==> src/rtl/pdp_pkg.sv <==
// ----------------------------------------------------------------------------
// pdp_pkg
// Shared types and constants of the positional dinucleotide profile block.
// ----------------------------------------------------------------------------
`default_nettype none

package pdp_pkg;

  // Profile store geometry
  localparam int unsigned MAX_POSITIONS = 1024;
  localparam int unsigned ADDR_W        = $clog2(MAX_POSITIONS);
  localparam int unsigned COUNT_W       = 32;

  // Sequence bookkeeping widths
  localparam int unsigned POS_W  = 11;
  localparam int unsigned LEN_W  = 11;
  localparam int unsigned BASE_W = 3;
  localparam int unsigned PAT_W  = 2;

  localparam logic [POS_W-1:0]  POSITION_MAX  = 11'd2047;
  localparam logic [LEN_W-1:0]  SEQ_LEN_RESET = 11'd600;
  localparam logic [BASE_W-1:0] BASE_N        = 3'd4;
  localparam logic [BASE_W-1:0] BASE_T        = 3'd3;

  // Configuration port
  localparam int unsigned CFG_IDX_W  = 2;
  localparam int unsigned CFG_DATA_W = 11;

  // Result queue
  localparam int unsigned FIFO_DEPTH = 4;
  localparam int unsigned FIFO_PTR_W = $clog2(FIFO_DEPTH);
  localparam int unsigned FIFO_CNT_W = FIFO_PTR_W + 1;

  typedef enum logic [CFG_IDX_W-1:0] {
    CFG_FIRST_BASE  = 2'd0,
    CFG_SECOND_BASE = 2'd1,
    CFG_COMPLEMENT  = 2'd2,
    CFG_SEQ_LENGTH  = 2'd3
  } cfg_reg_e;

  typedef enum logic [0:0] {
    FUNC_PUSH = 1'b0,
    FUNC_READ = 1'b1
  } func_e;

  typedef struct packed {
    logic [COUNT_W-1:0] position_count;
    logic [COUNT_W-1:0] sequences_seen;
    logic               overflow_seen;
  } result_t;

endpackage

`default_nettype wire

==> src/rtl/pdp_out_fifo.sv <==
// ----------------------------------------------------------------------------
// pdp_out_fifo
// Small result queue that decouples the counter pipeline from the consumer.
// ----------------------------------------------------------------------------
`default_nettype none

module pdp_out_fifo (
  input  logic                       clk_i,
  input  logic                       rst_ni,
  input  logic                       push_i,
  input  pdp_pkg::result_t           push_data_i,
  input  logic                       pop_i,
  output pdp_pkg::result_t           head_o,
  output logic [pdp_pkg::FIFO_CNT_W-1:0] count_o
);
  import pdp_pkg::*;

  result_t               store_q [FIFO_DEPTH];
  logic [FIFO_PTR_W-1:0] wr_ptr_q, wr_ptr_d;
  logic [FIFO_PTR_W-1:0] rd_ptr_q, rd_ptr_d;
  logic [FIFO_CNT_W-1:0] count_q, count_d;

  // Advance pointers and occupancy
  always_comb begin
    wr_ptr_d = wr_ptr_q;
    rd_ptr_d = rd_ptr_q;
    count_d  = count_q;
    if (push_i) begin
      wr_ptr_d = wr_ptr_q + FIFO_PTR_W'(1);
    end
    if (pop_i) begin
      rd_ptr_d = rd_ptr_q + FIFO_PTR_W'(1);
    end
    if (push_i && !pop_i) begin
      count_d = count_q + FIFO_CNT_W'(1);
    end else if (!push_i && pop_i) begin
      count_d = count_q - FIFO_CNT_W'(1);
    end
  end

  always_ff @(posedge clk_i or negedge rst_ni) begin
    if (!rst_ni) begin
      wr_ptr_q <= '0;
      rd_ptr_q <= '0;
      count_q  <= '0;
    end else begin
      wr_ptr_q <= wr_ptr_d;
      rd_ptr_q <= rd_ptr_d;
      count_q  <= count_d;
    end
  end

  // Hold entries
  always_ff @(posedge clk_i) begin
    if (push_i) begin
      store_q[wr_ptr_q] <= push_data_i;
    end
  end

  assign head_o  = store_q[rd_ptr_q];
  assign count_o = count_q;

  // Checks
  a_no_overrun: assert property (@(posedge clk_i) disable iff (!rst_ni)
    push_i |-> (count_q != FIFO_CNT_W'(FIFO_DEPTH)) || pop_i)
    else $error("result queue overrun");

  a_no_underrun: assert property (@(posedge clk_i) disable iff (!rst_ni)
    pop_i |-> count_q != '0)
    else $error("result queue underrun");

endmodule

`default_nettype wire

==> config.mk <==
export PLATFORM = sky130hd
export DESIGN_NAME = pdp_out_fifo
export DESIGN_NICKNAME = d
export VERILOG_FILES = /design/src/rtl/pdp_pkg.sv /design/src/rtl/pdp_out_fifo.sv
export SDC_FILE = /design/constraint.sdc
export NUM_CORES = 1
export LEC_CHECK = 0
export BUFFER_PORTS_ARGS = -buffer_cell sky130_fd_sc_hd__buf_2
export CAP_MARGIN = 10
export CORE_MARGIN = 4
export CORE_UTILIZATION = 55
export CTS_CLUSTER_DIAMETER = 100
export DETAILED_ROUTE_END_ITERATION = 10
export GPL_ROUTABILITY_DRIVEN = 0
export PLACE_DENSITY = 0.77
export SETUP_SLACK_MARGIN = 0.15
export SLEW_MARGIN = 20
export SYNTH_ARGS = -nofsm -noshare
export SYNTH_HDL_FRONTEND = slang
export SYNTH_SLANG_ARGS = --single-unit
==> constraint.sdc <==
create_clock -name clk_i -period 3.4 [get_ports clk_i]
set_clock_uncertainty 0.1 [all_clocks]
set_input_delay 0.34 -clock clk_i [delete_from_list [all_inputs] [get_ports clk_i]]
set_output_delay 0.34 -clock clk_i [all_outputs]
set_load 0.02 [all_outputs]
# Word level (Yosys, flattened, before mapping)
# Memory sizes are Yosys's and may differ from the RTL's.
# Cells that the tools add are included.
# W data, S select, Z words.
[word_totals]
in_bits = 69
mem_bits_rw = 260
mem_count = 1
word_cells = 17
output_inout_bits = 68
ff_bits = 7
[memory_table]
columns = ["memory", "depth", "width", "read_ports", "rd_clocked_by_memory_dff", "write_ports", "line", "source"]
rows = [
  ["store_q", 4, 65, 1, 0, 1, "pdp_out_fifo.sv:18", "result_t store_q [FIFO_DEPTH];"],
]
[classes]
addsub = 4
mux = 4
reduce_logical = 5
[ops]
columns = ["op", "n"]
rows = [
  ["$mux W3", 2],
  ["$add A2 B1 Y2 const B", 2],
  ["$add A3 B1 Y3 const B", 1],
  ["$sub A3 B1 Y3 const B", 1],
  ["$logic_and A1 B1 Y1", 2],
  ["$logic_not A1 Y1", 2],
  ["$mux W1", 2],
  ["$reduce_bool A2 Y1", 1],
]

# Logic depth before layout (Yosys ltp)
[logic_depth]
word_depth = 4
depth_mapped = 7
mapped_depth_nobuf = 7

# Least setup slack after synthesis
# No wires, ideal clock.
[synth_timing]
path_kind = "flip-flop to flip-flop"
startpoint = "reg wr_ptr_q[0]"
endpoint = "mem store_q[0][0] (netlist bit), enable pin"
setup_ns = 0.430
path_buffers = 0
arrival_ns = 2.149
setup_slack_ns = 0.722
stages_incl_launch_ff = 4
cell_sequence = "dfrtp_1 > inv_1 > ha_1 > and2_1"
[synth_lines]
columns = ["element", "line", "source"]
rows = [
  ["start, declared", "pdp_out_fifo.sv:19", "logic [FIFO_PTR_W-1:0] wr_ptr_q, wr_ptr_d;"],
  ["start signal, assigned", "pdp_out_fifo.sv:47", "wr_ptr_q <= wr_ptr_d;"],
  ["end, declared", "pdp_out_fifo.sv:18", ""],
]
# Straight into the memory's write port.

==> results.rst <==
.. list-table::
   :header-rows: 1

   * - Metric
     - Value
   * - Outcome
     - finished clean
   * - Max transition margin
     - 31.53%
   * - Clock Path Buffers
     - 3
   * - Total power after layout
     - 10.42 mW
   * - Most used routing layer in global routing
     - met2
   * - Minimum setup slack in the final design
     - 0.5583 ns
   * - Place WS
     - 1.013 ns
   * - Total CTS buffers
     - 28
   * - Setup TNS Final
     - 0 ns
   * - Yosys warning count
     - 0
   * - Actual slew at the worst max-slew pin
     - 1.027 ns
   * - Worst path required time
     - 2.96 ns
   * - Fraction of final layout cells with drive strength greater than 1
     - 40.10%
   * - Net count after synthesis
     - 447
   * - Int Power
     - 7.199 mW
   * - Number of remaining DRC errors
     - 0
   * - Vias/cell
     - 5.441
   * - Peak VDD IR
     - 0.5877 mV
   * - Number of maximum-capacitance violations
     - 0
   * - Count of TritonRoute iterations in the first routing pass
     - 4
   * - Register bit count reported by yosys
     - 267
   * - Worst setup path category
     - flip-flop to primary output
   * - Kind of start point of the critical path
     - flip-flop
   * - M3 GR Usage
     - 3.202%
   * - CTS tree
     - done
   * - Power density cells
     - 858.5 mW/mm^2
   * - Count of endpoints failing setup in the final report
     - 0
   * - Number of nets with antenna violations after detailed routing
     - 0
   * - Cell type group with the largest total delay on the critical path
     - flip-flops
   * - Count of non-filler cells in the finished layout
     - 836
   * - Capturing point of the worst reg2reg path
     - store_q[0][27]
   * - Standard cell with the maximum stage delay on the critical path
     - dfrtp_4
   * - Sequential share of the synthesized area
     - 81.49%
   * - Met2 usage
     - 32.41%
   * - Tightest Hold Check Type
     - primary input to flip-flop
   * - Yosys top cell area share
     - 79.70%
   * - Starting density of the core
     - 56.44%
   * - Cell depth of the worst flop-to-flop path
     - 3
   * - First-pass GRT wire length
     - 28,080 um
   * - Violation count after the first detailed-routing iteration
     - 200
   * - Post-synthesis area per instance
     - 26.33 um^2
   * - Count of final max-slew check failures
     - 0
   * - Most frequent cells in the layout
     - edfxtp_1 (260), buf_2 (136), dlygate4sd3_1 (67), mux4_2 (65), clkbuf_16 (29)
   * - Leak Pwr
     - 4.228 nW
   * - Area of the core
     - 0.01736 mm^2
   * - Root Buffer Master
     - clkbuf_16
   * - I/O pins
     - 137
   * - Synth area leaders
     - edfxtp_1 (80%), mux4_2 (15%), dfrtp_1 (1.8%), buf_12 (0.82%), ha_1 (0.64%)
   * - Final global-route overflow total
     - 0
   * - Library cell with the largest summed area after synthesis
     - edfxtp_1
   * - Endpoint of the most critical setup path
     - head_o[58]
   * - Worst EP arrival
     - 2.40 ns
   * - Seq pwr share
     - 45.3%
   * - Register-to-register setup slack
     - 1.36 ns
   * - Clock network fraction of design power
     - 25.8%
   * - Number of H-tree levels
     - 1
   * - Reg-to-reg startpoint
     - wr_ptr_q[0]
   * - Number of input and output port buffers inserted
     - 136
   * - Total net switching power
     - 3.225 mW
   * - Placed Cells incl. Taps
     - 720
   * - Initial antenna violation count
     - 0
   * - GR Layer Usage met1
     - 23.44%
   * - Vias in the first global route
     - 5,125
   * - Final worst path period share
     - 83.58%
   * - Clock-pin slew on the worst setup and hold paths
     - 0.06 ns
   * - Count of distinct cell types in the synthesized netlist
     - 18
   * - Sum of net half-perimeters after detailed placement
     - 9734 um
   * - Ant. Diodes
     - 0
   * - Leading cell type in the layout, fill and taps excluded
     - edfxtp_1
   * - Total number of clock tree sinks
     - 267
   * - Worst skew pair latency
     - 0.52 ns
   * - Critical Path End Type
     - primary output
   * - Via count
     - 4,549
   * - Top fanout value on the critical path
     - 24
   * - Cell count after synthesis
     - 372
   * - Detailed-route wire length per cell
     - 21.24 um
   * - Gate power share
     - 28.9%
   * - Setup repair after global routing missed its margin
     - false
   * - Std cell rows
     - 48
   * - Cell count along the critical path
     - 3
   * - Cells resized by post-CTS repair
     - 0
   * - Switching Fraction
     - 30.94%
   * - Total track usage
     - 18.19%
   * - Worst setup path startpoint
     - rd_ptr_q[0]
   * - DRT Wirelength
     - 17,760 um
   * - Vertical die dimension
     - 141.5 um
   * - Largest stage delay on the critical path
     - 0.73 ns
   * - Highest clock rate
     - 351.9 MHz
   * - Layout-stage area growth over the synthesis result
     - 23.95%
   * - Final net count
     - 667
   * - Hold Vio Cnt, Final
     - 0
   * - Sequence of cells on the critical path
     - buf_4 -> mux4_2 -> buf_2
   * - Buffering stage count on the worst path with inverters included
     - 2
   * - Final hold slack
     - 0.03681 ns
   * - Maximum number of pins on one net before global-route repair
     - 67
   * - Die area
     - 0.02001 mm^2
   * - Chip Width
     - 141.5 um
   * - Post-layout min period
     - 2.842 ns
   * - Cell area after synthesis
     - 0.009796 mm^2
[power groups by stage]
stage,clock [mW],combinational (mW),sequential (mW)
6_report,2.69,3.01,4.72
5_1_grt,2.91,3.22,4.80
4_1_cts,2.75,3.09,4.74
3_5_place_dp,0,3.02,4.81
3_3_place_gp,0,2.98,4.76
2_1_floorplan,0,2.37,4.53
[registers in the layout (all words and copies together), names as in the netlist]
signal and cells:
store_q 260, count_o 3, rd_ptr_q 2, wr_ptr_q 2
[synthesized netlist by cell type]
| cell | instances |
|---|---|
| and2_1 | 4 |
| buf_12 | 4 |
| buf_2 | 5 |
| buf_4 | 3 |
| buf_6 | 1 |
| clkbuf_1 | 2 |
| dfrtp_1 | 7 |
| edfxtp_1 | 260 |
| fa_1 | 1 |
| ha_1 | 5 |
| inv_1 | 4 |
| mux2_2 | 1 |
| mux4_2 | 65 |
| nand2_1 | 2 |
| nor2_1 | 1 |
| o21ai_0 | 1 |
| xnor2_1 | 2 |
| xor2_1 | 4 |
[metal layers]
metal,vias up,routed length [um]
li1,2028,-
met1,2347,7044
met2,145,9403
met3,29,968
met4,0,340
met5,-,0
[worst min path at each step]
stage	from	end	slack [ns]	depth (start not counted)
3_5_place_dp	rst_ni	count_o[0]	0.09	1
5_1_grt	push_i	wr_ptr_q[0]	0.02	2
3_3_place_gp	rst_ni	count_o[2]	0.08	1
6_report	push_i	wr_ptr_q[1]	0.04	2
4_1_cts	push_i	wr_ptr_q[0]	0.01	2
2_1_floorplan	rst_ni	count_o[0]	-0.06	0
[metrics by stage]
step	cell area [um^2]	util [%]
CTS	12140	69.95
floorplan	9796	-
global placement	10660	61.40
global route	12140	69.95
detailed placement	10660	61.40
finish	12140	69.95
[what timing repair did]
action,in CTS,in global routing
hold buffers,67,0
buffers inserted,0,0
hold endpoints to repair,268,0
[kinds of logic (layout without fill, tap and decap cells)]
| group | Yosys count | in the layout | share of synthesized area (%) |
|---|---|---|---|
| adders and majority gates | 6 | 6 | 0.8430 |
| AOI/OAI and AO/OA | 1 | 1 | 0.05104 |
| and+or+nand+nor | 7 | 7 | 0.3704 |
| xor gates and xnor gates | 6 | 6 | 0.5365 |
| buffers and inverters | 19 | 258 | 1.648 |
| DFF | 267 | 267 | 81.49 |
| muxes | 66 | 66 | 15.06 |
[final cells by class]
cell class              count  area [um^2]
flip-flops and latches    267         7990
well taps                 225        281.5
clock inverters            13        62.56
fillers                  1067         5215
inverters                   4        15.01
multi-input cells          86         1662
clock buffers              36        752.0
repair buffers            205         1379
No activity file was read; power rests on OpenSTA's default activity.
